$ cat src/rtl/mmrn_pkg.sv
`timescale 1ns / 1ps
// shared types and constants of the min/max range normalizer
// no dependencies

package mmrn_pkg;

  localparam int SAMPLE_W  = 24;
  localparam int FRAC_W    = 16;
  localparam int SAT_SHIFT = SAMPLE_W - FRAC_W;
  localparam int DIV_STEPS = SAMPLE_W;
  localparam int CNT_W     = $clog2(DIV_STEPS);

  localparam logic [SAMPLE_W-1:0] ONE_Q16    = SAMPLE_W'(1) << FRAC_W;
  localparam logic [SAMPLE_W-1:0] SAMPLE_MAX = {SAMPLE_W{1'b1}};

  localparam logic REQ_MEASURE = 1'b0;
  localparam logic REQ_APPLY   = 1'b1;

  typedef struct packed {
    logic                req_type;
    logic [SAMPLE_W-1:0] sample;
    logic                first;
  } in_item_t;

  typedef struct packed {
    logic [SAMPLE_W-1:0] value;
    logic                copied;
  } out_item_t;

  typedef enum logic [2:0] {
    S_IDLE,
    S_DIFF,
    S_RANGE,
    S_SAT,
    S_DIV,
    S_WB
  } state_t;

  typedef enum logic [1:0] {
    ALU_DIFF,
    ALU_RANGE,
    ALU_DIV
  } alu_op_t;

  typedef struct packed {
    logic                borrow;
    logic [SAMPLE_W:0]   diff;
  } alu_res_t;

endpackage

$ cat src/rtl/mmrn_alu.sv
`timescale 1ns / 1ps
// shared subtractor of the normalizer: sample offset, frame range and divider step
// depends on mmrn_pkg

module mmrn_alu import mmrn_pkg::*; (
  input  alu_op_t             op,
  input  logic [SAMPLE_W-1:0] sample,
  input  logic [SAMPLE_W-1:0] fmin,
  input  logic [SAMPLE_W-1:0] fmax,
  input  logic [SAMPLE_W-1:0] rem,
  input  logic                shift_bit,
  input  logic [SAMPLE_W-1:0] range,
  output alu_res_t            res
);

  logic [SAMPLE_W:0]   opa;
  logic [SAMPLE_W-1:0] opb;
  logic [SAMPLE_W+1:0] sub;

  always_comb begin
    unique case (op)
      ALU_DIFF: begin
        opa = {1'b0, sample};
        opb = fmin;
      end
      ALU_RANGE: begin
        opa = {1'b0, fmax};
        opb = fmin;
      end
      ALU_DIV: begin
        opa = {rem, shift_bit};
        opb = range;
      end
      default: begin
        opa = '0;
        opb = '0;
      end
    endcase
    sub        = {1'b0, opa} - {2'b00, opb};
    res.borrow = sub[SAMPLE_W+1];
    res.diff   = sub[SAMPLE_W:0];
  end

endmodule

$ cat src/rtl/min_max_range_normalizer.sv
`timescale 1ns / 1ps
// top level of the min/max range normalizer: handshakes, frame statistics, sequencer
// depends on mmrn_pkg and mmrn_alu

// A measure request gives no result and leaves the block idle, ready again in the next
// cycle. An apply request runs from acceptance through offset, range, overflow check,
// 24 restoring divider steps and write back into the output register; offset, range
// and divider steps share one 25-bit subtractor. Copied, flat-frame and below-minimum
// requests go from the offset step to write back. in_stall is high while a request is
// in work, and the write back waits while an earlier result is still held by out_stall.

module min_max_range_normalizer import mmrn_pkg::*; (
  input  logic      clk,
  input  logic      rst_n,
  input  logic      in_valid,
  output logic      in_stall,
  input  in_item_t  in_data,
  output logic      out_valid,
  input  logic      out_stall,
  output out_item_t out_data,
  input  logic      cfg_valid,
  output logic      cfg_ready,
  input  logic      cfg_data
);

  state_t              state_r, state_nxt;
  logic [SAMPLE_W-1:0] sample_r, sample_nxt;
  logic [SAMPLE_W-1:0] min_r, min_nxt;
  logic [SAMPLE_W-1:0] max_r, max_nxt;
  logic                compress_r, compress_nxt;
  logic [SAMPLE_W-1:0] diff_r, diff_nxt;
  logic [SAMPLE_W-1:0] range_r, range_nxt;
  logic [SAMPLE_W-1:0] rem_r, rem_nxt;
  logic [SAMPLE_W-1:0] shift_r, shift_nxt;
  logic [SAMPLE_W-1:0] res_r, res_nxt;
  logic                copied_r, copied_nxt;
  logic [CNT_W-1:0]    cnt_r, cnt_nxt;
  logic                out_valid_r, out_valid_nxt;
  out_item_t           out_data_r, out_data_nxt;

  alu_op_t  alu_op;
  alu_res_t alu_res;
  logic     in_take;
  logic     out_free;

  mmrn_alu u_alu (
    .op        (alu_op),
    .sample    (sample_r),
    .fmin      (min_r),
    .fmax      (max_r),
    .rem       (rem_r),
    .shift_bit (shift_r[SAMPLE_W-1]),
    .range     (range_r),
    .res       (alu_res)
  );

  assign in_stall  = (state_r != S_IDLE);
  assign cfg_ready = (state_r == S_IDLE);
  assign out_valid = out_valid_r;
  assign out_data  = out_data_r;
  assign in_take   = in_valid && !in_stall;
  assign out_free  = !out_valid_r || !out_stall;

  always_ff @(posedge clk) begin
    if (!rst_n) begin
      state_r     <= S_IDLE;
      min_r       <= '0;
      max_r       <= '0;
      compress_r  <= 1'b0;
      out_valid_r <= 1'b0;
      cnt_r       <= '0;
    end else begin
      state_r     <= state_nxt;
      min_r       <= min_nxt;
      max_r       <= max_nxt;
      compress_r  <= compress_nxt;
      out_valid_r <= out_valid_nxt;
      cnt_r       <= cnt_nxt;
    end
  end

  always_ff @(posedge clk) begin
    sample_r   <= sample_nxt;
    diff_r     <= diff_nxt;
    range_r    <= range_nxt;
    rem_r      <= rem_nxt;
    shift_r    <= shift_nxt;
    res_r      <= res_nxt;
    copied_r   <= copied_nxt;
    out_data_r <= out_data_nxt;
  end

  always_comb begin
    state_nxt     = state_r;
    sample_nxt    = sample_r;
    min_nxt       = min_r;
    max_nxt       = max_r;
    compress_nxt  = compress_r;
    diff_nxt      = diff_r;
    range_nxt     = range_r;
    rem_nxt       = rem_r;
    shift_nxt     = shift_r;
    res_nxt       = res_r;
    copied_nxt    = copied_r;
    cnt_nxt       = cnt_r;
    out_valid_nxt = out_valid_r && out_stall;
    out_data_nxt  = out_data_r;
    alu_op        = ALU_DIFF;

    unique case (state_r)
      S_IDLE: begin
        if (cfg_valid) begin
          compress_nxt = cfg_data;
        end
        if (in_take) begin
          if (in_data.req_type == REQ_MEASURE) begin
            if (in_data.first) begin
              min_nxt = in_data.sample;
              max_nxt = in_data.sample;
            end else begin
              if (in_data.sample < min_r) min_nxt = in_data.sample;
              if (in_data.sample > max_r) max_nxt = in_data.sample;
            end
          end else begin
            sample_nxt = in_data.sample;
            state_nxt  = S_DIFF;
          end
        end
      end
      S_DIFF: begin
        alu_op   = ALU_DIFF;
        diff_nxt = alu_res.diff[SAMPLE_W-1:0];
        if (compress_r && (max_r <= ONE_Q16)) begin
          res_nxt    = sample_r;
          copied_nxt = 1'b1;
          state_nxt  = S_WB;
        end else begin
          copied_nxt = 1'b0;
          if ((max_r == min_r) || alu_res.borrow ||
              (alu_res.diff[SAMPLE_W-1:0] == '0)) begin
            res_nxt   = '0;
            state_nxt = S_WB;
          end else begin
            state_nxt = S_RANGE;
          end
        end
      end
      S_RANGE: begin
        alu_op    = ALU_RANGE;
        range_nxt = alu_res.diff[SAMPLE_W-1:0];
        rem_nxt   = {{SAT_SHIFT{1'b0}}, diff_r[SAMPLE_W-1:SAT_SHIFT]};
        shift_nxt = {diff_r[SAT_SHIFT-1:0], {FRAC_W{1'b0}}};
        cnt_nxt   = '0;
        state_nxt = S_SAT;
      end
      S_SAT: begin
        // quotient overflows the field when offset >= range * 2^8
        if ({{SAT_SHIFT{1'b0}}, diff_r} >= {range_r, {SAT_SHIFT{1'b0}}}) begin
          res_nxt   = SAMPLE_MAX;
          state_nxt = S_WB;
        end else begin
          state_nxt = S_DIV;
        end
      end
      S_DIV: begin
        alu_op = ALU_DIV;
        if (!alu_res.borrow) begin
          rem_nxt = alu_res.diff[SAMPLE_W-1:0];
        end else begin
          rem_nxt = {rem_r[SAMPLE_W-2:0], shift_r[SAMPLE_W-1]};
        end
        res_nxt   = {res_r[SAMPLE_W-2:0], !alu_res.borrow};
        shift_nxt = {shift_r[SAMPLE_W-2:0], 1'b0};
        cnt_nxt   = cnt_r + CNT_W'(1);
        if (cnt_r == CNT_W'(DIV_STEPS - 1)) begin
          state_nxt = S_WB;
        end
      end
      S_WB: begin
        if (out_free) begin
          out_valid_nxt       = 1'b1;
          out_data_nxt.value  = res_r;
          out_data_nxt.copied = copied_r;
          state_nxt           = S_IDLE;
        end
      end
      default: begin
        state_nxt = S_IDLE;
      end
    endcase
  end

  a_min_le_max: assert property (@(posedge clk) disable iff (!rst_n)
    min_r <= max_r)
    else $error("frame minimum above frame maximum");

  a_rem_below_range: assert property (@(posedge clk) disable iff (!rst_n)
    state_r == S_DIV |-> rem_r < range_r)
    else $error("divider remainder not below range");

  a_copy_needs_mode: assert property (@(posedge clk) disable iff (!rst_n)
    out_valid_r && out_data_r.copied |-> compress_r)
    else $error("copied result without compress mode");

  a_apply_starts: assert property (@(posedge clk) disable iff (!rst_n)
    in_take && in_data.req_type == REQ_APPLY |=> state_r == S_DIFF)
    else $error("apply request did not start the sequencer");

  a_measure_stays_idle: assert property (@(posedge clk) disable iff (!rst_n)
    in_take && in_data.req_type == REQ_MEASURE |=> state_r == S_IDLE)
    else $error("measure request left idle");

endmodule

$ cat config.mk
export PLATFORM = sky130hd
export DESIGN_NAME = min_max_range_normalizer
export DESIGN_NICKNAME = d
export VERILOG_FILES = /design/src/rtl/mmrn_pkg.sv /design/src/rtl/mmrn_alu.sv /design/src/rtl/min_max_range_normalizer.sv
export SDC_FILE = /design/constraint.sdc
export NUM_CORES = 1
export LEC_CHECK = 0
export BUFFER_PORTS_ARGS = -buffer_cell sky130_fd_sc_hd__clkbuf_2
export CAP_MARGIN = 0
export CORE_UTILIZATION = 39
export DETAILED_ROUTE_END_ITERATION = 8
export PLACE_DENSITY = 0.54
export SYNTH_ARGS = -nofsm -noshare
export SYNTH_HDL_FRONTEND = slang
export SYNTH_HIERARCHICAL = 1
export SYNTH_SLANG_ARGS = --single-unit
$ cat constraint.sdc
create_clock -name clk -period 8.6 [get_ports clk]
set_clock_uncertainty 0.05 [all_clocks]
set_input_delay 0.43 -clock clk [delete_from_list [all_inputs] [get_ports clk]]
set_output_delay 0.43 -clock clk [all_outputs]
set_load 0.05 [all_outputs]
==> reports/metrics.csv <==
metric,value,unit
"Hold-fix buffers, CTS",0,
vias,8824,
Syn Std Cell Area,11900,µm²
average size of a mapped cell,10.4,µm²
Synth Warn #,6,
die footprint,31200,µm²
Initial DRC Count,683,
PortBufs,59,
Ports,60,
Tot Pwr,5.65,mW
Worst setup SP type,register,
status,"complete, no violations",
effective utilization at floorplan,39.9,%
"Net Count, Synth",1266,
Area growth syn-to-layout,11.6,%
Antenna Nets Post-Route,0,
reg2reg start,state_r[0]$_SDFFE_PN0P_,
hold path depth,1,
r2r endpoint,res_r[0]$_DFFE_PP_,
final setup vio count,0,
VDD IR-drop max,145,µV
Final Cycle Share,77.4,%
CTS tree,done,
critical path arrival,6.77,ns
diode count,0,
CP top delay family,compound AO/OA/AOI/OAI gates,
cell row count,63,
WS Path Type,register to register,
core area,29800,µm²
Overall Global Routing Usage,22.3,%
"slowest stage cell, crit path",o21a_1,
slew margin rel.,20.0,%
Net Switching,2.47,mW
Die X,177,µm
sw frac,43.8,%
Int Power,3.18,mW
Reg power frac,36.0,%
setup_tns,0,ns
worst hold endpoint,sample_r[3]$_DFFE_PP_,
post-CTS setup buffers,0,
clock sinks,212,
gpl congestion,0.893,
CP dominant cell by count,o21ai_0,
Gate power share,46.6,%
Final Hold Fails,0,
Post-route DRC,0,
critical path cell sequence,"nor2_4, nand2_1, inv_2, buf_4, buf_4, mux2i_1, o21ai_0, ha_1, nand2b_1, a21oi_1, o21ai_0, a211oi_1, nor2b_1, xnor2_1, nor4_1, nand4_1, o21bai_1, a2111oi_1, o21ai_0, o21a_1",
vias in the first global route,8503,
WP buf/inv,3,
Final nets,1313,
Worst path max stage delay,0.90,ns
Pins Over Slew Limit,0,
Reg2Reg Depth,20,
largest net degree at the start of global routing,83,
"wirelength, routed",34400,µm
worst slew pin tran,1.20,ns
die height,177,µm
Clock Latency Late Sink,0.54,ns
share of post-route cells with drive strength above 1,10.2,%
Tmin final,6.66,ns
reg2reg setup slack,1.94,ns
Worst EP required,8.71,ns
Vias/cell,5.52,
GRT overflow,0,
Max Freq,150,MHz
initial antenna violation count,0,
max cap viols,0,
total CTS buffers,24,
CP max FO,34,
CTS resizes,0,
P per Cell Area,426,nW/µm²
clock share of power,17.4,%
hold wc startpoint,in_data[4],
Crit. End Element,register,
WL/cell,21.5,µm
clk slew on worst S/H paths,0.06,ns
RSZ-0062 raised after global routing,false,
Root Driver,clkbuf_16,
clock buffer depth,3,
htree depth,1,
global-route wire length before repair,51800,µm
min-delay worst type,input port to register,
post-DP HPWL,26000,µm
Synth Instances,1145,
leakage,4.90,nW
1st-pass router iterations,5,
flip-flops by register name, indices dropped and copies added, names as in the netlist:
signal and count:
cnt_r 5, compress_r 1, copied_r 1, diff_r 24
max_r 24, min_r 24, out_data 25, out_valid 1
range_r 24, rem_r 24, res_r 24, sample_r 24
shift_r 8, state_r 3
area by class of cell:
class                           instances  area (µm²)
Timing Repair Buffer                   69         370
Multi-Input combinational cell        806        5580
Clock buffer                           26         608
Clock inverter                         18         139
Inverter                               79         297
Sequential cell                       212        5790
Fill cell                            2910       16500
Tap cell                              390         488
cells in the final DEF, fill, tap and decap left out, drive strengths merged, types with 49 or more instances in the layout:
cell    count
edfxtp    154
mux2i      96
inv        79
clkbuf     85
ha         88
dfxtp      58
nor2       49
o21ai      68
a21oi      75
nand2     182
per-layer routing:
layer | routed length [µm] | vias up | track usage (%)
met2 | 16300 | 240 | 37.4
met3 | 1660 | 57 | 2.86
met4 | 1070 | 0 | 7.11
li1 | - | 4256 | -
met5 | 0 | - | 0
met1 | 15300 | 4271 | 29.6
worst register-to-register path: cells and delay by family (launching register included):
family,cells,cell delay [ns]
AO/OA/AOI/OAI,8,2.55
XOR/XNOR,1,0.21
adder cells (fa/ha/maj),1,0.38
buffers and inverters,3,1.28
flip-flops,1,0.43
multiplexers,1,0.26
AND/OR/NAND/NOR,6,1.08
worst max-delay path by stage:
stage                                       start                  end  slack [ns]  depth (start not counted)
after floorplan           state_r[0]$_SDFFE_PN0P_   res_r[0]$_DFFE_PP_        3.28                         21
after global placement    state_r[0]$_SDFFE_PN0P_   res_r[1]$_DFFE_PP_        2.17                         20
after detailed placement  state_r[0]$_SDFFE_PN0P_  res_r[20]$_DFFE_PP_        2.06                         20
after CTS                 state_r[0]$_SDFFE_PN0P_  res_r[21]$_DFFE_PP_        2.01                         20
after global routing      state_r[0]$_SDFFE_PN0P_   res_r[1]$_DFFE_PP_        1.37                         20
final                     state_r[0]$_SDFFE_PN0P_   res_r[0]$_DFFE_PP_        1.94                         20
power by group through the flow:
stage	clock network [mW]	logic [mW]	registers (mW)
2_1_floorplan	0	1.95	1.87
3_3_place_gp	0	2.60	2.06
3_5_place_dp	0	2.62	2.06
4_1_cts	1.01	2.64	2.04
5_1_grt	1.04	2.91	2.06
6_report	0.984	2.64	2.03
through the flow:
stage	worst slack, ns	hold slack [ns]	std cells	util (%)	area (µm²)
floorplan	3.28	0.350	1145	-	11900
global placement	2.17	0.378	1556	42.0	12500
detailed placement	2.06	0.379	1556	42.0	12500
CTS	2.01	0.0751	1600	44.5	13300
global route	1.37	0.0865	1600	44.5	13300
finish	1.94	0.0941	1600	44.5	13300
No activity file was read; power rests on OpenSTA's default activity.
